## src/design/gcbb_pkg.sv

```systemverilog
// Shared types and constants for the glyph cell bounding box block.
package gcbb_pkg;

    // APB address width: two 32-bit registers at byte offsets 0 and 4
    localparam int CFG_AW = 3;

    // Cell size after reset, in pixels
    localparam logic [4:0] CFG_SIZE_RESET = 5'd8;

    // Register select, taken from paddr[2]
    typedef enum logic [0:0] {
        REG_CELL_WIDTH  = 1'b0,
        REG_CELL_HEIGHT = 1'b1
    } t_cfg_reg;

    // Empty space glyph gets a fixed pen advance
    localparam logic [31:0] SPACE_CODE    = 32'd32;
    localparam logic [4:0]  SPACE_ADVANCE = 5'd4;

    // One finished glyph descriptor
    typedef struct packed {
        logic [7:0] glyph_index;
        logic       is_empty;
        logic [3:0] bearing_x;
        logic [3:0] bearing_y;
        logic [4:0] glyph_width;
        logic [4:0] glyph_height;
        logic [4:0] advance;
    } t_glyph_result;

endpackage

```

## src/design/gcbb_result.sv

```systemverilog
// Glyph descriptor formatting from a finished cell's bounding box.
module gcbb_result import gcbb_pkg::*; #(
    parameter int CW = 5,
    parameter int IW = 8
) (
    input  logic [CW-1:0]  i_cell_w,
    input  logic [CW-1:0]  i_cell_h,
    input  logic [CW-1:0]  i_min_x,
    input  logic [CW-1:0]  i_min_y,
    input  logic [CW-1:0]  i_max_x,
    input  logic [CW-1:0]  i_max_y,
    input  logic           i_box_valid,
    input  logic [IW-1:0]  i_index,
    output t_glyph_result  o_result
);

    // Extended width keeps every intermediate free of overflow before masking
    localparam int EW = CW + 4;

    logic [EW-1:0] w_ext;
    logic [EW-1:0] bear_y;
    logic [EW-1:0] box_w;
    logic [EW-1:0] box_h;
    logic [EW-1:0] adv_raw;
    logic [EW-1:0] adv;
    logic [31:0]   idx_ext;

    assign w_ext   = EW'(i_cell_w);
    assign bear_y  = EW'(i_cell_h) - EW'(1) - EW'(i_min_y);
    assign box_w   = EW'(i_max_x) - EW'(i_min_x) + EW'(1);
    assign box_h   = EW'(i_max_y) - EW'(i_min_y) + EW'(1);
    assign adv_raw = EW'(i_max_x) + EW'(2);
    assign adv     = (adv_raw > w_ext) ? w_ext : adv_raw;
    assign idx_ext = 32'(i_index);

    // Build the descriptor, empty cells report a zero box
    always_comb begin
        o_result.glyph_index = idx_ext[7:0];
        if (!i_box_valid) begin
            o_result.is_empty     = 1'b1;
            o_result.bearing_x    = '0;
            o_result.bearing_y    = '0;
            o_result.glyph_width  = '0;
            o_result.glyph_height = '0;
            o_result.advance      = (idx_ext == SPACE_CODE) ? SPACE_ADVANCE : '0;
        end else begin
            o_result.is_empty     = 1'b0;
            o_result.bearing_x    = 4'(EW'(i_min_x));
            o_result.bearing_y    = bear_y[3:0];
            o_result.glyph_width  = box_w[4:0];
            o_result.glyph_height = box_h[4:0];
            o_result.advance      = adv[4:0];
        end
    end

endmodule

```

## src/design/glyph_cell_bounding_box.sv

```systemverilog
// Glyph cell bounding box: per-cell opaque extent of a streamed font atlas.
// Throughput: one pixel transaction per cycle while o_stall is low.
// The descriptor is registered and appears in the cycle after the cell's last pixel is taken.
// A descriptor held by an output stall stalls the pixel stream until it is taken.
// Reset (synchronous, active low): cell size 8x8, counters, box valid, index and output valid cleared.
module glyph_cell_bounding_box import gcbb_pkg::*; #(
    parameter int MAX_CELL   = 16,
    parameter int MAX_GLYPHS = 256
) (
    input  logic              i_clk,
    input  logic              i_rst_n,
    // configuration port
    input  logic              psel,
    input  logic              penable,
    input  logic              pwrite,
    input  logic [CFG_AW-1:0] paddr,
    input  logic [31:0]       pwdata,
    output logic [31:0]       prdata,
    output logic              pready,
    // pixel stream
    input  logic              i_valid,
    output logic              o_stall,
    input  logic [7:0]        i_alpha,
    input  logic              i_restart,
    // glyph descriptor stream
    output logic              o_valid,
    input  logic              i_stall,
    output logic [7:0]        o_glyph_index,
    output logic              o_is_empty,
    output logic [3:0]        o_bearing_x,
    output logic [3:0]        o_bearing_y,
    output logic [4:0]        o_glyph_width,
    output logic [4:0]        o_glyph_height,
    output logic [4:0]        o_advance
);

    localparam int CW = $clog2(MAX_CELL + 1);
    localparam int IW = (MAX_GLYPHS > 1) ? $clog2(MAX_GLYPHS) : 1;

    logic [4:0]    r_cfg_w;
    logic [4:0]    r_cfg_h;
    logic [CW-1:0] r_col;
    logic [CW-1:0] r_row;
    logic [IW-1:0] r_cell_count;
    logic          r_box_valid;
    logic [CW-1:0] r_min_x;
    logic [CW-1:0] r_min_y;
    logic [CW-1:0] r_max_x;
    logic [CW-1:0] r_max_y;
    logic          r_out_valid;
    t_glyph_result r_out;

    logic [CW-1:0] w_eff;
    logic [CW-1:0] h_eff;
    logic          cfg_wr;
    logic          accept;
    logic [CW-1:0] col_b;
    logic [CW-1:0] row_b;
    logic [IW-1:0] count_b;
    logic          valid_b;
    logic          opaque;
    logic [CW-1:0] n_min_x;
    logic [CW-1:0] n_min_y;
    logic [CW-1:0] n_max_x;
    logic [CW-1:0] n_max_y;
    logic          n_box_valid;
    logic          col_last;
    logic          row_last;
    logic          finish;
    logic [IW-1:0] n_cell_count;
    t_glyph_result n_out;

    // Clamp the programmed cell size to 1..MAX_CELL
    always_comb begin
        if (r_cfg_w == '0) begin
            w_eff = CW'(1);
        end else if (32'(r_cfg_w) > 32'(MAX_CELL)) begin
            w_eff = CW'(MAX_CELL);
        end else begin
            w_eff = CW'(r_cfg_w);
        end
        if (r_cfg_h == '0) begin
            h_eff = CW'(1);
        end else if (32'(r_cfg_h) > 32'(MAX_CELL)) begin
            h_eff = CW'(MAX_CELL);
        end else begin
            h_eff = CW'(r_cfg_h);
        end
    end

    // Register access
    assign pready = 1'b1;
    assign cfg_wr = psel && penable && pwrite;

    always_comb begin
        case (paddr[2])
            REG_CELL_WIDTH:  prdata = 32'(r_cfg_w);
            REG_CELL_HEIGHT: prdata = 32'(r_cfg_h);
            default:         prdata = '0;
        endcase
    end

    // Handshake: stall only when a finished descriptor is still waiting
    assign o_stall = r_out_valid && i_stall;
    assign accept  = i_valid && !o_stall;

    // Restart drops the cell in progress and rewinds the index
    assign col_b   = i_restart ? '0 : r_col;
    assign row_b   = i_restart ? '0 : r_row;
    assign count_b = i_restart ? '0 : r_cell_count;
    assign valid_b = i_restart ? 1'b0 : r_box_valid;
    assign opaque  = (i_alpha != '0);

    // Grow the box with an opaque pixel
    always_comb begin
        n_min_x = r_min_x;
        n_min_y = r_min_y;
        n_max_x = r_max_x;
        n_max_y = r_max_y;
        if (opaque) begin
            if (!valid_b || col_b < r_min_x) n_min_x = col_b;
            if (!valid_b || row_b < r_min_y) n_min_y = row_b;
            if (!valid_b || col_b > r_max_x) n_max_x = col_b;
            if (!valid_b || row_b > r_max_y) n_max_y = row_b;
        end
    end

    assign n_box_valid  = valid_b || opaque;
    assign col_last     = (col_b == w_eff - CW'(1));
    assign row_last     = (row_b == h_eff - CW'(1));
    assign finish       = col_last && row_last;
    assign n_cell_count = (count_b == IW'(MAX_GLYPHS - 1)) ? '0 : count_b + IW'(1);

    gcbb_result #(
        .CW (CW),
        .IW (IW)
    ) u_result (
        .i_cell_w    (w_eff),
        .i_cell_h    (h_eff),
        .i_min_x     (n_min_x),
        .i_min_y     (n_min_y),
        .i_max_x     (n_max_x),
        .i_max_y     (n_max_y),
        .i_box_valid (n_box_valid),
        .i_index     (count_b),
        .o_result    (n_out)
    );

    // Control state: configuration, raster position, index, output valid
    always_ff @(posedge i_clk) begin
        if (!i_rst_n) begin
            r_cfg_w      <= CFG_SIZE_RESET;
            r_cfg_h      <= CFG_SIZE_RESET;
            r_col        <= '0;
            r_row        <= '0;
            r_cell_count <= '0;
            r_box_valid  <= 1'b0;
            r_out_valid  <= 1'b0;
        end else begin
            if (cfg_wr) begin
                // a write abandons the cell in progress, the index is kept
                if (paddr[2] == REG_CELL_HEIGHT) begin
                    r_cfg_h <= pwdata[4:0];
                end else begin
                    r_cfg_w <= pwdata[4:0];
                end
                r_col       <= '0;
                r_row       <= '0;
                r_box_valid <= 1'b0;
            end else if (accept) begin
                if (!col_last) begin
                    r_col        <= col_b + CW'(1);
                    r_row        <= row_b;
                    r_cell_count <= count_b;
                    r_box_valid  <= n_box_valid;
                end else if (!row_last) begin
                    r_col        <= '0;
                    r_row        <= row_b + CW'(1);
                    r_cell_count <= count_b;
                    r_box_valid  <= n_box_valid;
                end else begin
                    r_col        <= '0;
                    r_row        <= '0;
                    r_cell_count <= n_cell_count;
                    r_box_valid  <= 1'b0;
                end
            end
            if (accept && finish) begin
                r_out_valid <= 1'b1;
            end else if (!i_stall) begin
                r_out_valid <= 1'b0;
            end
        end
    end

    // Payload: box extent and descriptor register
    always_ff @(posedge i_clk) begin
        if (accept && !cfg_wr) begin
            r_min_x <= n_min_x;
            r_min_y <= n_min_y;
            r_max_x <= n_max_x;
            r_max_y <= n_max_y;
        end
        if (accept && finish) begin
            r_out <= n_out;
        end
    end

    assign o_valid        = r_out_valid;
    assign o_glyph_index  = r_out.glyph_index;
    assign o_is_empty     = r_out.is_empty;
    assign o_bearing_x    = r_out.bearing_x;
    assign o_bearing_y    = r_out.bearing_y;
    assign o_glyph_width  = r_out.glyph_width;
    assign o_glyph_height = r_out.glyph_height;
    assign o_advance      = r_out.advance;

`ifndef SYNTHESIS
    // Raster position stays inside the cell
    a_pos_in_cell: assert property (@(posedge i_clk) disable iff (!i_rst_n)
        (r_col < w_eff) && (r_row < h_eff))
        else $error("raster position outside cell");

    // A tracked box is never inverted
    a_box_order: assert property (@(posedge i_clk) disable iff (!i_rst_n)
        r_box_valid |-> (r_max_x >= r_min_x) && (r_max_y >= r_min_y))
        else $error("bounding box inverted");

    // The last pixel of a cell always yields a descriptor next cycle
    a_finish_emits: assert property (@(posedge i_clk) disable iff (!i_rst_n)
        (accept && finish && !cfg_wr) |=> o_valid)
        else $error("finished cell produced no descriptor");

    // Empty cells advance by zero or by the fixed space glyph advance
    a_empty_advance: assert property (@(posedge i_clk) disable iff (!i_rst_n)
        (o_valid && o_is_empty) |-> (o_advance == 5'd0 || o_advance == SPACE_ADVANCE))
        else $error("bad advance on empty cell");
`endif

endmodule
```

## config.mk

```make
export PLATFORM = sky130hd
export DESIGN_NAME = glyph_cell_bounding_box
export DESIGN_NICKNAME = d
export VERILOG_FILES = /design/src/design/gcbb_pkg.sv /design/src/design/gcbb_result.sv /design/src/design/glyph_cell_bounding_box.sv
export SDC_FILE = /design/constraint.sdc
export NUM_CORES = 1
export LEC_CHECK = 0
export ABC_AREA = 1
export BUFFER_PORTS_ARGS = -buffer_cell sky130_fd_sc_hd__clkbuf_2
export CORE_MARGIN = 8
export CORE_UTILIZATION = 45
export CTS_CLUSTER_SIZE = 30
export DETAILED_ROUTE_END_ITERATION = 6
export HOLD_SLACK_MARGIN = 0.06
export PLACE_DENSITY = 0.71
export SLEW_MARGIN = 15
export SYNTH_ARGS = -nofsm -noshare
export SYNTH_HDL_FRONTEND = slang
export SYNTH_SLANG_ARGS = --single-unit
```

## constraint.sdc

```tcl
create_clock -name i_clk -period 7.5 [get_ports i_clk]
set_clock_uncertainty 0.15 [all_clocks]
set_input_delay 0.75 -clock i_clk [delete_from_list [all_inputs] [get_ports i_clk]]
set_output_delay 0.75 -clock i_clk [all_outputs]
set_load 0.05 [all_outputs]
```

==> load_flow_metrics.sql <==
INSERT INTO impl_metrics (metric_group, metric, value, unit) VALUES
('outcome', 'status', 'finished, final reports clean', ''),
('clocking', 'clock-sinks', '82', ''),
('detailed_routing', 'detail_route.wirelength', '11.6', 'mm'),
('clocking', 'cts_made_buffers', '9', ''),
('critical_path', 'cp.buffers_inverters', '6', ''),
('clocking', 'worst_skew_pair.late_latency', '340', 'ps'),
('die', 'floorplan.io_pins', '118', ''),
('die', 'floorplan.core_area', '0.0120', 'mm2'),
('cells_and_area', 'area_delta_synth_final', '10.9', '%'),
('critical_path', 'timing.critical_path.depth', '27', ''),
('synth', 'synth_common_cells', '147 x sky130_fd_sc_hd__nand2_1, 104 x sky130_fd_sc_hd__inv_1, 57 x sky130_fd_sc_hd__nor2_1, 52 x sky130_fd_sc_hd__edfxtp_1, 48 x sky130_fd_sc_hd__nand3_1', ''),
('synth', 'synth.distinct_cells', '43', ''),
('worst_hold_path', 'timing.hold.worst_endpoint', 'r_cell_count[2]', ''),
('global_routing', 'global_route.usage.total', '14.7', '%'),
('detailed_routing', 'drtAntennaViolNets', '0', ''),
('cells_and_area', 'finish.utilization', '51.0', '%'),
('synth', 'yosys-top-cells-area', 'sky130_fd_sc_hd__edfxtp_1 28%, sky130_fd_sc_hd__dfxtp_1 11%, sky130_fd_sc_hd__nand2_1 10%', ''),
('clocking', 'clock_tree.buffer_depth', '2', ''),
('clocking', 'clock_tree.htree_level_count', '3', ''),
('critical_path', 'timing.critical_path.to_type', 'flip-flop', ''),
('timing', 'max_freq', '227', 'MHz'),
('synth', 'synthesis.instances', '688', ''),
('die', 'die_area', '0.0160', 'mm2'),
('place', 'gp_congestion', '0.857', ''),
('synth', 'mappedNetlistArea', '0.00550', 'mm2'),
('clocking', 'clk_transition_reported_paths', '60', 'ps'),
('timing', 'tightest_slew', '827', 'ps'),
('synth', 'syn-mean-instance-area', '8.00', 'um2'),
('clocking', 'cts_tree', 'built', ''),
('timing', 'rsz0062_at_grt', 'no', ''),
('timing', 'min_period', '4400', 'ps'),
('critical_path', 'ff2ff_setup_slack', '3610', 'ps'),
('detailed_routing', 'vias_per_cell', '4.88', ''),
('critical_path', 'startpoint_type', 'primary input', ''),
('synth', 'synth_warnings', '0', ''),
('critical_path', 'rr_endpoint', 'o_advance[1]', ''),
('worst_hold_path', 'timing.hold.worst_path_depth', '2', ''),
('synth', 'synth-edff-count', '52', ''),
('power', 'irDropWorstVdd', '85.8', 'uV'),
('timing', 'relSlewSlack', '44.7', '%'),
('critical_path', 'critical_path_arrival', '4340', 'ps'),
('detailed_routing', 'drc', '0', ''),
('timing', 'fin_setup_tns', '0', 'ps'),
('critical_path', 'timing.reg2reg.worst_path_depth', '25', ''),
('global_routing', 'number_of_antenna_violations_at_the_first_check_in_global_routing', '0', ''),
('timing', 'drv_slew', '0', ''),
('clocking', 'cts-resized-gates', '0', ''),
('timing', 'hold_viol_final', '0', ''),
('place', 'pre_cts_slack', '2770', 'ps'),
('synth', 'synth.most_common_cell', 'sky130_fd_sc_hd__nand2_1', ''),
('synth', 'synth_top_cell_area_share', '28.4', '%'),
('cells_and_area', 'post_route_cells_drive_above_1_share', '15.5', '%'),
('critical_path', 'critical_path.top_delay_family', 'simple AND/OR/NAND/NOR gates', ''),
('timing', 'setup_ws', '3100', 'ps'),
('clocking', 'post_cts_hold_buffer_count', '0', ''),
('clocking', 'cts.root.buffer_cell', 'sky130_fd_sc_hd__clkbuf_16', ''),
('worst_hold_path', 'hold_path_class', 'reg -> reg', ''),
('synth', 'flip_flop_and_latch_count_after_synthesis', '82', ''),
('power', 'p_per_area', '178', 'mW/mm2'),
('critical_path', 'critPathKind', 'in -> reg', ''),
('die', 'die_height', '127', 'um'),
('die', 'die_w', '127', 'um'),
('place', 'place_hpwl', '8.88', 'mm'),
('global_routing', 'grt_pass1_vias', '4185', ''),
('die', 'floorplan.initialDensity', '46.0', '%'),
('synth', 'synth-main-ff-cell', 'sky130_fd_sc_hd__edfxtp_1', ''),
('die', 'rows', '40', ''),
('clocking', 'post_cts_buffers', '0', ''),
('detailed_routing', 'first_pass_detailed_route_iteration_total', '5', ''),
('critical_path', 'cp_slowest_cell', 'sky130_fd_sc_hd__or2_2', ''),
('detailed_routing', 'dr.first_iter.drc_count', '308', '');
registers in the layout, indices dropped and copies added, names as in the netlist:
| signal | cells |
|---|---|
| o_glyph_index | 8 |
| r_cell_count | 8 |
| o_advance | 5 |
| o_glyph_height | 5 |
| o_glyph_width | 5 |
| r_cfg_h | 5 |
| r_cfg_w | 5 |
| r_col | 5 |
| r_max_x | 5 |
| r_max_y | 5 |
| r_min_x | 5 |
| r_min_y | 5 |
| r_row | 5 |
| o_bearing_x | 4 |
| o_bearing_y | 4 |
| o_is_empty | 1 |
| o_valid | 1 |
| r_box_valid | 1 |
area by class of cell:
type | instances | area [um2]
well taps | 147 | 184
flip-flops and latches | 82 | 2160
repair buffers | 62 | 315
clock buffers | 11 | 243
fillers | 1126 | 5860
multi-input cells | 480 | 2730
inverters | 115 | 439
clock inverters | 5 | 28.8
worst max-delay path by stage:
stage / to
3_3_place_gp: o_advance[0]
3_5_place_dp: o_advance[1]
2_1_floorplan: o_advance[0]
5_1_grt: o_advance[1]
4_1_cts: o_advance[1]
6_report: o_advance[1]
metal layers:
| metal | routed length, um | track usage, % | up-vias |
|---|---|---|---|
| met2 | 5960 | 26.0 | 85 |
| met1 | 5010 | 17.1 | 2000 |
| li1 | - | - | 2299 |
| met5 | 0 | 0 | - |
| met3 | 395 | 2.64 | 20 |
| met4 | 250 | 6.44 | 0 |
worst reg2reg max path, cell delays in order (launching register included):
cell and delay [ps]:
sky130_fd_sc_hd__dfxtp_1 320, sky130_fd_sc_hd__nand2_2 80, sky130_fd_sc_hd__inv_2 80, sky130_fd_sc_hd__ha_1 300, sky130_fd_sc_hd__inv_1 50, sky130_fd_sc_hd__nor2_1 140, sky130_fd_sc_hd__nand3b_1 90, sky130_fd_sc_hd__nand2_1 70
sky130_fd_sc_hd__nand2_1 50, sky130_fd_sc_hd__nand2_2 130, sky130_fd_sc_hd__nand2_4 90, sky130_fd_sc_hd__nand2_1 80, sky130_fd_sc_hd__nand2_1 140, sky130_fd_sc_hd__ha_1 250, sky130_fd_sc_hd__or2_2 310, sky130_fd_sc_hd__nand2_1 60
sky130_fd_sc_hd__inv_1 40, sky130_fd_sc_hd__ha_1 280, sky130_fd_sc_hd__nand2_1 70, sky130_fd_sc_hd__o21ai_0 180, sky130_fd_sc_hd__a21oi_1 90, sky130_fd_sc_hd__a41o_1 250, sky130_fd_sc_hd__nand2_2 140, sky130_fd_sc_hd__inv_1 70
sky130_fd_sc_hd__nor2_1 90, sky130_fd_sc_hd__nor2_1 60
power breakdown:
| group | internal [uW] | leakage [uW] | switching (uW) |
|---|---|---|---|
| clock network | 232 | 0.000136 | 177 |
| registers | 494 | 0.000746 | 6.28 |
| logic | 51.9 | 0.00214 | 125 |
per-stage QoR:
| stage | hold slack (ps) | instance area [um2] | instances | total power [uW] |
|---|---|---|---|---|
| final | 315 | 6100 | 902 | 1090 |
| after global routing | 337 | 6100 | 902 | 1140 |
| after CTS | 317 | 6100 | 902 | 1090 |
| after detailed placement | 307 | 5830 | 886 | 686 |
| after global placement | 305 | 5830 | 886 | 683 |
| after floorplan | 295 | 5600 | 714 | 664 |
cells in the final DEF (no fill, tap or decap), drive strengths merged, types with 28 or more instances in the layout:
master | synthesis | routed
edfxtp | 52 | 52
nor2 | 61 | 61
clkbuf | 5 | 71
conb | 2 | 28
nand2 | 164 | 164
dfxtp | 30 | 30
a21oi | 39 | 39
ha | 41 | 41
o21ai | 43 | 43
inv | 113 | 114
nand3 | 49 | 49
cell families after synthesis:
kind of cell / share of synthesized area [%]
and+or+nand+nor: 23.8
buffers and inverters: 13.0
AOI/OAI and AO/OA: 8.91
DFF: 39.3
adders and majority gates: 10.4
xor gates and xnor gates: 4.41
other: 0.137
Note: power is estimated with default switching activity, not from simulation.
